### config.mk
export PLATFORM = sky130hd
export DESIGN_NAME = mbet_queue
export DESIGN_NICKNAME = d
export VERILOG_FILES = /design/src/rtl/mbet_pkg.sv /design/src/rtl/mbet_queue.sv
export SDC_FILE = /design/constraint.sdc
export NUM_CORES = 1
export LEC_CHECK = 0
export ABC_AREA = 1
export BUFFER_PORTS_ARGS = -buffer_cell sky130_fd_sc_hd__buf_2
export CAP_MARGIN = 20
export CORE_MARGIN = 2
export CORE_UTILIZATION = 52
export CTS_CLUSTER_DIAMETER = 80
export DETAILED_ROUTE_END_ITERATION = 10
export GPL_ROUTABILITY_DRIVEN = 0
export MAX_ROUTING_LAYER = met4
export PLACE_DENSITY = 0.84
export SLEW_MARGIN = 20
export SYNTH_ARGS = -nofsm -noshare
export SYNTH_HDL_FRONTEND = slang
export SYNTH_SLANG_ARGS = --single-unit
export TNS_END_PERCENT = 100
### constraint.sdc
create_clock -name clock -period 5.9 [get_ports clock]
set_input_delay 0.295 -clock clock [delete_from_list [all_inputs] [get_ports clock]]
set_output_delay 0.295 -clock clock [all_outputs]
set_load 0.01 [all_outputs]
### src/rtl/mbet_pkg.sv
// Shared types, constants and helpers for the escape-time pixel engine.
// No dependencies; imported by every module of the block.
package mbet_pkg;

   localparam int unsigned Z_BITS      = 32;
   localparam int unsigned CNT_BITS    = 16;
   localparam int unsigned GREY_BITS   = 8;
   localparam int unsigned STEP_BITS   = 31;
   localparam int unsigned WIDE_BITS   = 66;
   localparam int unsigned CSR_IDX_BITS = 3;
   localparam int unsigned CSR_DATA_BITS = 32;
   localparam int unsigned QUEUE_DEPTH = 2;

   // floor(n / 10) == (n * 52429) >> 19 for every 16-bit n
   localparam logic [CNT_BITS-1:0] DIV10_MULT  = 16'd52429;
   localparam int unsigned         DIV10_SHIFT = 19;

   localparam logic [CNT_BITS-1:0]  LIMIT_RESET  = 16'd1000;
   localparam logic [STEP_BITS-1:0] STEP_RESET   = 31'd1533916;
   localparam logic [Z_BITS-1:0]    ORIGIN_RESET = 32'hE000_0000;

   typedef enum logic [CSR_IDX_BITS-1:0] {
      CSR_ITER_LIMIT  = 3'd0,
      CSR_STEP_REAL   = 3'd1,
      CSR_STEP_IMAG   = 3'd2,
      CSR_ORIGIN_REAL = 3'd3,
      CSR_ORIGIN_IMAG = 3'd4
   } csr_index_type;

   typedef struct packed {
      logic [CNT_BITS-1:0]  iteration_limit;
      logic [STEP_BITS-1:0] step_real;
      logic [STEP_BITS-1:0] step_imag;
      logic [Z_BITS-1:0]    origin_real;
      logic [Z_BITS-1:0]    origin_imag;
   } csr_type;

   // Clamp a wide signed value into the signed 32-bit range.
   function automatic logic signed [Z_BITS-1:0] sat_z(input logic signed [WIDE_BITS-1:0] v);
      logic signed [WIDE_BITS-1:0] max_v;
      logic signed [WIDE_BITS-1:0] min_v;
      max_v = WIDE_BITS'(signed'(33'sh0_7FFF_FFFF));
      min_v = WIDE_BITS'(signed'(33'sh1_8000_0000));
      if (v > max_v) begin
         sat_z = 32'sh7FFF_FFFF;
      end else if (v < min_v) begin
         sat_z = 32'sh8000_0000;
      end else begin
         sat_z = v[Z_BITS-1:0];
      end
   endfunction

endpackage

### src/rtl/mbet_queue.sv
// Two-entry FIFO between the point mapper and the iteration engine.
// Depends on mbet_pkg for the depth.
module mbet_queue
   import mbet_pkg::*;
#(
   parameter int unsigned WIDTH = 88
) (
   input  logic             clock,
   input  logic             reset,
   input  logic             in_valid,
   output logic             in_ready,
   input  logic [WIDTH-1:0] in_data,
   output logic             out_valid,
   input  logic             out_ready,
   output logic [WIDTH-1:0] out_data
);

   localparam int unsigned PTR_BITS = $clog2(QUEUE_DEPTH);
   localparam int unsigned CNT_W    = $clog2(QUEUE_DEPTH + 1);

   logic [WIDTH-1:0]    mem_ff [QUEUE_DEPTH];
   logic [PTR_BITS-1:0] wr_ptr_ff;
   logic [PTR_BITS-1:0] rd_ptr_ff;
   logic [CNT_W-1:0]    count_ff;
   logic                push;
   logic                pop;

   assign in_ready  = (count_ff != CNT_W'(QUEUE_DEPTH));
   assign out_valid = (count_ff != '0);
   assign out_data  = mem_ff[rd_ptr_ff];
   assign push      = in_valid && in_ready;
   assign pop       = out_valid && out_ready;

   always_ff @(posedge clock) begin
      if (push) begin
         mem_ff[wr_ptr_ff] <= in_data;
      end
   end

   always_ff @(posedge clock) begin
      if (reset) begin
         wr_ptr_ff <= '0;
         rd_ptr_ff <= '0;
         count_ff  <= '0;
      end else begin
         if (push) begin
            wr_ptr_ff <= (wr_ptr_ff == PTR_BITS'(QUEUE_DEPTH - 1)) ? '0 : wr_ptr_ff + 1'b1;
         end
         if (pop) begin
            rd_ptr_ff <= (rd_ptr_ff == PTR_BITS'(QUEUE_DEPTH - 1)) ? '0 : rd_ptr_ff + 1'b1;
         end
         case ({push, pop})
            2'b10:   count_ff <= count_ff + 1'b1;
            2'b01:   count_ff <= count_ff - 1'b1;
            default: count_ff <= count_ff;
         endcase
      end
   end

endmodule

==> flow_summary.yaml <==
critical_path:
  worstSetupPathType: "reg -> reg"
  cp.required_ps: 5960
  max_stage_delay_ps: 810
  startpoint: "count_ff[0]"
  cp-end-kind: "flop"
  cp_max_fo: 56
  path_cells: "inv_1 -> nand2_1 -> nand2_1 -> nor2_4 -> buf_4"
  cp.arrival_ps: 2790
  path_buf_inv: 2
  reg2reg_from: "count_ff[0]"
  cp_slowest_cell: "nor2_4"
  crit_top_cell: "nand2_1"
  start_kind: "flop"
  path_delay_family: "simple AND/OR/NAND/NOR gates"
finish:
  synthToLayoutAreaGrowth_pct: 24.8
  drive_gt1_frac: 0.581
  fin_util: 0.662
  antenna_cells: 0
  final_nets: 598
cts:
  clock_path_buffers: 2
  clk_pin_slew_ps: 60
  cts_setup_buffers: 0
  cts_tree: "built"
  htreeDepth: 4
  clockRootBuffer: "clkbuf_16"
  hold_buffers: 0
  numCtsBuffers: 17
  clock_sinks: 181
  cts_resized: 0
  clk_latency_ps: 430
flow_run:
  maxCapViolations: 0
global_route:
  overflow: 0
  antenna_found_initial: 0
  grt_max_degree: 57
  grt_pass1_wl_um: 17600
  grt_pass1_vias: 3582
  grt_use_total: 0.186
place:
  dp_hpwl_um: 7840
  port_buffers: 181
routing:
  drt_first_pass_iters: 4
  wl_um: 12300
  via_per_inst: 5.10
  wl_per_cell_um: 17.9
  drc_errors: 0
  ant_nets: 0
  vias: 3507
  first_iter_violations: 236
logic_synthesis:
  syn_avg_cell_area_sq_um: 21.4
  synth_warnings: 0
  syn_nets: 405
  ys_ff_latch: 181
  synth-seq-area-share: 0.808
  syn_inst: 312
  synth.cell_area_sq_mm: 0.00667
  synth_cell_types: 13
timing:
  period_minus_slack_ps: 2730
  fin_tns_setup_ps: 0
  fin_crit_sh: 0.463
  rsz0062_at_grt: "false"
  worstMarginPinSlew_ps: 1010
  relSlewSlack: 0.325
  clock_skew_ps: 7.26
  max_freq_ghz: 0.366
  hold_viol: 0
  finalMaxSlewViolations: 0
  setup_viol: 0
die:
  start_util: 0.531
  die_w_um: 117
  rows: 41
  core-area_sq_mm: 0.0126
  die_area_sq_mm: 0.0137
  boundaryPins: 182
  fp.dieH_um: 117
min_path:
  min_from: "in_data[86]"
  hold_path_class: "in -> reg"
power_and_ir_drop:
  powerDensity_mw_per_mm2: 400
  irDropWorstVdd_v: 0.000265
  leakage_nw: 3.17
status:
  status: "completed"
-- layout make-up --
cell class | count | area [sq um]
repair buffers | 184 | 928
clock inverters | 12 | 139
clock buffers | 18 | 429
flip-flops and latches | 181 | 5390
fillers | 848 | 4250
well taps | 172 | 215
inverters | 8 | 30.0
multi-input cells | 113 | 1190
-- cells in the mapped netlist --
library cell / instances / area (sq um)
mux2_2: 68 / 766
mux2_4: 20 / 300
buf_2: 6 / 30.0
dfxtp_1: 5 / 100
edfxtp_1: 176 / 5290
o21ai_0: 3 / 15.0
nand4_1: 1 / 6.26
nor2_1: 10 / 37.5
inv_1: 8 / 30.0
a21oi_1: 2 / 10.0
ha_1: 1 / 12.5
nand2_1: 8 / 30.0
buf_6: 4 / 45.0
-- final timing paths --
check / cells past startpoint / slack [ps] / to
worst max-delay path: 5 / 3170 / mem_ff[0][55]
worst min-delay path: 1 / 50 / mem_ff[1][86]
worst max register to register: 5 / 3170 / mem_ff[0][55]
worst min register to register: 2 / 520 / flop
-- flip-flops by register name, summed over array words and instances, names as in the netlist, named ones only --
signal     count
mem_ff       176
count_ff       2
rd_ptr_ff      1
wr_ptr_ff      1
-- worst register-to-register path, stage by stage (launching register included) --
cell,delay (ps)
dfxtp_1,350
inv_1,100
nand2_1,120
nand2_1,180
nor2_4,820
buf_4,760
-- through the flow --
stage	hold slack, ps	instance area [sq um]	setup WS (ps)	std cells	total power, mW
finish	52.8	8320	3170	688	3.33
global route	37.7	8320	2950	688	3.46
CTS	36.9	8320	3130	688	3.35
detailed placement	486	7750	3150	658	2.26
global placement	477	7750	3300	658	2.23
floorplan	394	6670	1030	312	2.04
-- cells in the final DEF, fill, tap and decap left out --
master	count
nor2_1	8
mux2_2	68
bufinv_16	3
o21ai_0	3
inv_1	8
buf_4	3
clkinv_2	2
nand2_1	8
nand4_1	1
clkinv_1	4
nor2_4	2
mux2_4	20
ha_1	1
clkbuf_16	17
a21oi_1	2
dfxtp_1	4
edfxtp_1	176
clkinvlp_4	2
dfxtp_4	1
clkinv_4	1
clkbuf_1	1
buf_2	181
-- per-layer routing --
layer / GRT usage / vias up / share of wire
met5: - / - / 0
met4: 0.0941 / 0 / 0.024
met3: 0.0566 / 24 / 0.070
met2: 0.302 / 142 / 0.51
met1: 0.208 / 1736 / 0.40
li1: - / 1605 / -
-- where the power goes --
part | internal (mW) | switching (mW)
clock | 0.653 | 0.445
sequential | 1.58 | 0.0547
combinational | 0.281 | 0.318
-- kinds of logic (layout without fill, tap and decap cells) --
family          Yosys count  after routing  share of synthesized area
flops                   181            181                      0.808
buf+inv                  18            222                     0.0158
fa+ha+maj                 1              1                    0.00188
mux                      88             88                      0.160
compound gates            5              5                    0.00375
simple gates             19             19                     0.0111
(Power assumes the default switching activity.)
