===== src/rtl/mbet_pkg.sv =====
// Shared types, constants and helpers for the escape-time pixel engine.
// No dependencies; imported by every module of the block.
package mbet_pkg;

   localparam int unsigned Z_BITS      = 32;
   localparam int unsigned CNT_BITS    = 16;
   localparam int unsigned GREY_BITS   = 8;
   localparam int unsigned STEP_BITS   = 31;
   localparam int unsigned WIDE_BITS   = 66;
   localparam int unsigned CSR_IDX_BITS = 3;
   localparam int unsigned CSR_DATA_BITS = 32;
   localparam int unsigned QUEUE_DEPTH = 2;

   // floor(n / 10) == (n * 52429) >> 19 for every 16-bit n
   localparam logic [CNT_BITS-1:0] DIV10_MULT  = 16'd52429;
   localparam int unsigned         DIV10_SHIFT = 19;

   localparam logic [CNT_BITS-1:0]  LIMIT_RESET  = 16'd1000;
   localparam logic [STEP_BITS-1:0] STEP_RESET   = 31'd1533916;
   localparam logic [Z_BITS-1:0]    ORIGIN_RESET = 32'hE000_0000;

   typedef enum logic [CSR_IDX_BITS-1:0] {
      CSR_ITER_LIMIT  = 3'd0,
      CSR_STEP_REAL   = 3'd1,
      CSR_STEP_IMAG   = 3'd2,
      CSR_ORIGIN_REAL = 3'd3,
      CSR_ORIGIN_IMAG = 3'd4
   } csr_index_type;

   typedef struct packed {
      logic [CNT_BITS-1:0]  iteration_limit;
      logic [STEP_BITS-1:0] step_real;
      logic [STEP_BITS-1:0] step_imag;
      logic [Z_BITS-1:0]    origin_real;
      logic [Z_BITS-1:0]    origin_imag;
   } csr_type;

   // Clamp a wide signed value into the signed 32-bit range.
   function automatic logic signed [Z_BITS-1:0] sat_z(input logic signed [WIDE_BITS-1:0] v);
      logic signed [WIDE_BITS-1:0] max_v;
      logic signed [WIDE_BITS-1:0] min_v;
      max_v = WIDE_BITS'(signed'(33'sh0_7FFF_FFFF));
      min_v = WIDE_BITS'(signed'(33'sh1_8000_0000));
      if (v > max_v) begin
         sat_z = 32'sh7FFF_FFFF;
      end else if (v < min_v) begin
         sat_z = 32'sh8000_0000;
      end else begin
         sat_z = v[Z_BITS-1:0];
      end
   endfunction

endpackage


===== src/rtl/mbet_front.sv =====
// Front end: accepts pixels and maps them to the complex point c.
// Depends on mbet_pkg (csr_type, sat_z); feeds mbet_queue.
module mbet_front
   import mbet_pkg::*;
#(
   parameter int unsigned COORD_BITS = 12
) (
   input  logic                               clock,
   input  logic                               reset,
   input  csr_type                            csr,
   input  logic                               pix_valid,
   output logic                               pix_ready,
   input  logic [COORD_BITS-1:0]              pix_col,
   input  logic [COORD_BITS-1:0]              pix_row,
   output logic                               pt_valid,
   input  logic                               pt_ready,
   // {row, col, c_imag, c_real} from the top bit down
   output logic [2*COORD_BITS+2*Z_BITS-1:0]   pt_data
);

   localparam int unsigned PROD_BITS = COORD_BITS + STEP_BITS;

   logic                         s1_valid_ff;
   logic [COORD_BITS-1:0]        col_ff;
   logic [COORD_BITS-1:0]        row_ff;
   logic [PROD_BITS-1:0]         prod_r_ff;
   logic [PROD_BITS-1:0]         prod_i_ff;
   logic signed [WIDE_BITS-1:0]  sum_r;
   logic signed [WIDE_BITS-1:0]  sum_i;
   logic signed [Z_BITS-1:0]     c_real;
   logic signed [Z_BITS-1:0]     c_imag;
   logic                         take;

   assign pix_ready = !s1_valid_ff || pt_ready;
   assign take      = pix_valid && pix_ready;

   // Offset by the origin, then clamp.
   assign sum_r = $signed({{(WIDE_BITS-Z_BITS){csr.origin_real[Z_BITS-1]}}, csr.origin_real})
                + $signed({{(WIDE_BITS-PROD_BITS){1'b0}}, prod_r_ff});
   assign sum_i = $signed({{(WIDE_BITS-Z_BITS){csr.origin_imag[Z_BITS-1]}}, csr.origin_imag})
                + $signed({{(WIDE_BITS-PROD_BITS){1'b0}}, prod_i_ff});
   assign c_real = sat_z(sum_r);
   assign c_imag = sat_z(sum_i);

   assign pt_valid = s1_valid_ff;
   assign pt_data  = {row_ff, col_ff, c_imag, c_real};

   always_ff @(posedge clock) begin
      if (take) begin
         col_ff    <= pix_col;
         row_ff    <= pix_row;
         prod_r_ff <= PROD_BITS'(pix_col) * PROD_BITS'(csr.step_real);
         prod_i_ff <= PROD_BITS'(pix_row) * PROD_BITS'(csr.step_imag);
      end
   end

   always_ff @(posedge clock) begin
      if (reset) begin
         s1_valid_ff <= 1'b0;
      end else if (take) begin
         s1_valid_ff <= 1'b1;
      end else if (pt_ready) begin
         s1_valid_ff <= 1'b0;
      end
   end

endmodule


===== config.mk =====
export PLATFORM = sky130hd
export DESIGN_NAME = mbet_front
export DESIGN_NICKNAME = d
export VERILOG_FILES = /design/src/rtl/mbet_pkg.sv /design/src/rtl/mbet_front.sv
export SDC_FILE = /design/constraint.sdc
export NUM_CORES = 2
export LEC_CHECK = 0
export BUFFER_PORTS_ARGS = -buffer_cell sky130_fd_sc_hd__buf_2
export CAP_MARGIN = 0
export CORE_AREA = 2 2 162 323
export DETAILED_ROUTE_END_ITERATION = 10
export DIE_AREA = 0 0 164 325
export GPL_ROUTABILITY_DRIVEN = 0
export PLACE_DENSITY = 0.8
export SLEW_MARGIN = 30
export SYNTH_ARGS = -nofsm -noshare
export SYNTH_HDL_FRONTEND = slang
export SYNTH_SLANG_ARGS = --single-unit

===== constraint.sdc =====
create_clock -name clock -period 12.66 [get_ports clock]
set_clock_uncertainty 0.2 [all_clocks]
set_input_delay 0 -clock clock [delete_from_list [all_inputs] [get_ports clock]]
set_output_delay 0 -clock clock [all_outputs]
set_load 0.01 [all_outputs]

==> flow_metrics.py <==
metrics = {
    "worst_setup_path": {
        "start_kind": "primary input",
        "crit_path_end_kind": "register",
        "critPathLaunch": "pix_row[9]",
        "crit_required_ns": 12.61,
        "critical-path-slowest-cell": "fa_1",
        "path_cells": "dlygate4sd3_1 -> buf_2 -> nand2_1 -> fa_1 -> fa_1 -> inv_1 -> fa_1 -> fa_1 -> inv_1 -> fa_1 -> inv_1 -> ha_1 -> a21oi_1 -> and2_1 -> a22o_1 -> a2111oi_0 -> o21ai_0 -> a211o_1 -> o21a_1 -> o21ai_0 -> a221oi_1 -> xnor2_1",
        "crit_path_frequent_cell": "fa_1",
        "rrSetupSlack_ns": 10.26,
        "r2r_cells": 3,
        "r2r_start": "pt_valid",
        "path_buf_inv": 5,
        "crit_type": "primary input to register",
        "cp_slowest_stage_delay_ns": 0.78,
        "critPathArrivalTime_ns": 7.13,
        "crit_fanout": 32,
        "critPathTopFamily": "adder cells",
        "reg2reg_to": "col_ff[8]",
    },
    "drt": {
        "vias": 26980,
        "first_pass_iters": 6,
        "viasPerCell": 6.063,
        "drc": 0,
        "drt-total-wl_um": 95230,
        "drt-wirelength-per-cell_um": 21.40,
        "drtAntennaViolNets": 0,
        "first_iter_violations": 1633,
    },
    "cts": {
        "numClockSinks": 111,
        "cts.clk_slew.worst_paths_ns": 0.09,
        "cts_tree": "done",
        "cts_setup_buffers": 0,
        "numCtsBuffers": 9,
        "clockRootBuffer": "clkbuf_16",
        "cts_resized": 0,
        "clock_path_buffers": 2,
        "clock_latency_ns": 0.40,
        "htreeDepth": 3,
    },
    "die": {
        "io-pin-count": 260,
        "start_util": 0.6264,
        "die_x_um": 164,
        "die_h_um": 325,
        "die_area_mm2": 0.05330,
        "coreArea_mm2": 0.05080,
        "rows": 117,
    },
    "grt": {
        "grt_pass1_vias": 30230,
        "globalRouteOverflowTotal": 0,
        "antenna_found_initial": 14,
        "grt_pass1_wl_um": 152000,
        "grt_usage": 0.3768,
        "grt_max_degree": 67,
    },
    "logic_synthesis": {
        "synth-edff-count": 110,
        "yosysSeqAreaShare": 0.1044,
        "syn-cell-area_mm2": 0.03182,
        "synthesis.nets": 4687,
        "yosysWarningCount": 0,
        "async_reset_ff_frac": 0,
        "avgSynthCellArea_um2": 8.635,
        "synth_cell_type_count": 76,
        "ys_ff_latch": 111,
        "syn_inst": 3685,
        "synth_ff_type": "edfxtp_1",
    },
    "final_layout": {
        "nets": 4790,
        "multi_input_area_mm2": 0.02523,
        "drive_gt1_frac": 0.07857,
        "fillerInstances": 4169,
        "area.sequential_mm2": 0.003323,
        "area_growth_pct": 6.263,
    },
    "worst_hold_path": {
        "hold_start": "pix_col[7]",
        "hold_depth": 1,
        "holdPathEnd": "col_ff[7]",
        "hp-class": "primary input to register",
    },
    "sta": {
        "hold_viol": 0,
        "period_needed_ns": 7.183,
        "drv_slew": 0,
        "final.setup.tns_ns": 0,
        "setup_viol": 0,
        "tightestPinTransition_ns": 1.032,
        "slew_headroom": 0.3048,
        "period_share": 0.5674,
        "rsz0062_at_grt": "false",
        "fmax_mhz": 139.2,
    },
    "run": {
        "maxCapViolations": 0,
    },
    "placed_design": {
        "dp_hpwl_um": 74920,
        "io_buffers": 243,
    },
    "outcome": {
        "outcome": "completed",
    },
}
## area by class of cell
type	count	share of cell area
repair buffers	269	0.04340
flip-flops and latches	111	0.09828
well taps	654	0.02420
clock inverters	7	0.002923
diodes	3	0.0002220
multi-input cells	2693	0.7462
clock buffers	9	0.006660
inverters	704	0.07815
## Yosys cell counts, drive strengths merged (12+ instances only)
| library cell | count | share of area |
|---|---|---|
| inv | 704 | 0.083 |
| nand2 | 624 | 0.074 |
| fa | 582 | 0.37 |
| ha | 250 | 0.098 |
| and2 | 228 | 0.045 |
| clkbuf | 173 | 0.021 |
| a21oi | 162 | 0.025 |
| a21o | 124 | 0.029 |
| o21ai | 121 | 0.019 |
| edfxtp | 110 | 0.10 |
| xnor2 | 93 | 0.026 |
| nor2 | 84 | 0.0099 |
| xor2 | 48 | 0.013 |
| nand3 | 45 | 0.0071 |
| o21bai | 29 | 0.0068 |
| nor3 | 26 | 0.0041 |
| o21a | 24 | 0.0057 |
| a211oi | 23 | 0.0056 |
| a31oi | 19 | 0.0039 |
| and3 | 19 | 0.0037 |
| nand2b | 19 | 0.0037 |
| o31ai | 14 | 0.0039 |
| o211ai | 12 | 0.0030 |
| or3 | 12 | 0.0024 |
## registers in the layout, indices dropped and copies added (netlist names)
signal / flops
col_ff: 12
prod_i_ff: 43
prod_r_ff: 43
pt_valid: 1
row_ff: 12
## worst reg2reg max path, stage by stage, from the launching register on
cell	delay, ns
dfxtp_1	0.32
nand2b_1	0.15
and2_4	0.61
buf_6	0.62
## cells in the final DEF (no fill, tap or decap), drive strengths merged, types with 93 or more instances in the layout
cell type	count
a21oi	162
xnor2	93
buf	251
edfxtp	110
inv	708
fa	582
nand2	624
ha	250
and2	228
o21ai	121
a21o	124
## worst max path at each step
stage / slack, ns / end / cells past startpoint
2_1_floorplan: 6.98 / prod_i_ff[41] / 20
3_3_place_gp: 5.77 / prod_i_ff[41] / 21
3_5_place_dp: 5.70 / prod_i_ff[41] / 21
4_1_cts: 5.67 / prod_r_ff[40] / 23
5_1_grt: 5.05 / prod_i_ff[41] / 22
6_report: 5.48 / prod_i_ff[41] / 22
## metrics by stage
step	worst slack (ns)	hold slack, ns	util	std cells	area (um^2)
2_1_floorplan	6.979	-0.1309	-	3685	31820
3_3_place_gp	5.768	-0.04323	0.6552	4412	33280
3_5_place_dp	5.702	-0.04155	0.6552	4412	33280
4_1_cts	5.670	0.002735	0.6651	4446	33790
5_1_grt	5.050	0.02827	0.6656	4448	33810
6_report	5.477	0.04077	0.6657	4450	33810
## repair_timing
item	4_1_cts	5_1_grt
endpoints found under the setup margin	0	0
hold endpoints to repair	17	0
hold buffers	18	0
## kinds of logic (layout without fill, tap and decap cells)
kind of cell | count (synthesis) | in the layout | synth area share
other | 0 | 3 | 0
adders and majority gates | 832 | 832 | 0.4644
AOI/OAI and AO/OA | 601 | 601 | 0.1243
and+or+nand+nor | 1113 | 1113 | 0.1620
DFF | 111 | 111 | 0.1044
buffers and inverters | 881 | 989 | 0.1042
xor gates and xnor gates | 141 | 141 | 0.03881
muxes | 6 | 6 | 0.001887
## metal layers
| layer | GRT usage | up-vias | wire length [um] |
|---|---|---|---|
| li1 | - | 11770 | - |
| met1 | 0.3391 | 13330 | 27800 |
| met2 | 0.6956 | 1279 | 51520 |
| met3 | 0.08555 | 577 | 6934 |
| met4 | 0.3066 | 22 | 8830 |
| met5 | 0 | - | 149 |
Power is not shown: default switching activity piles up to over one toggle a cycle in this logic, so the estimate is an artifact.
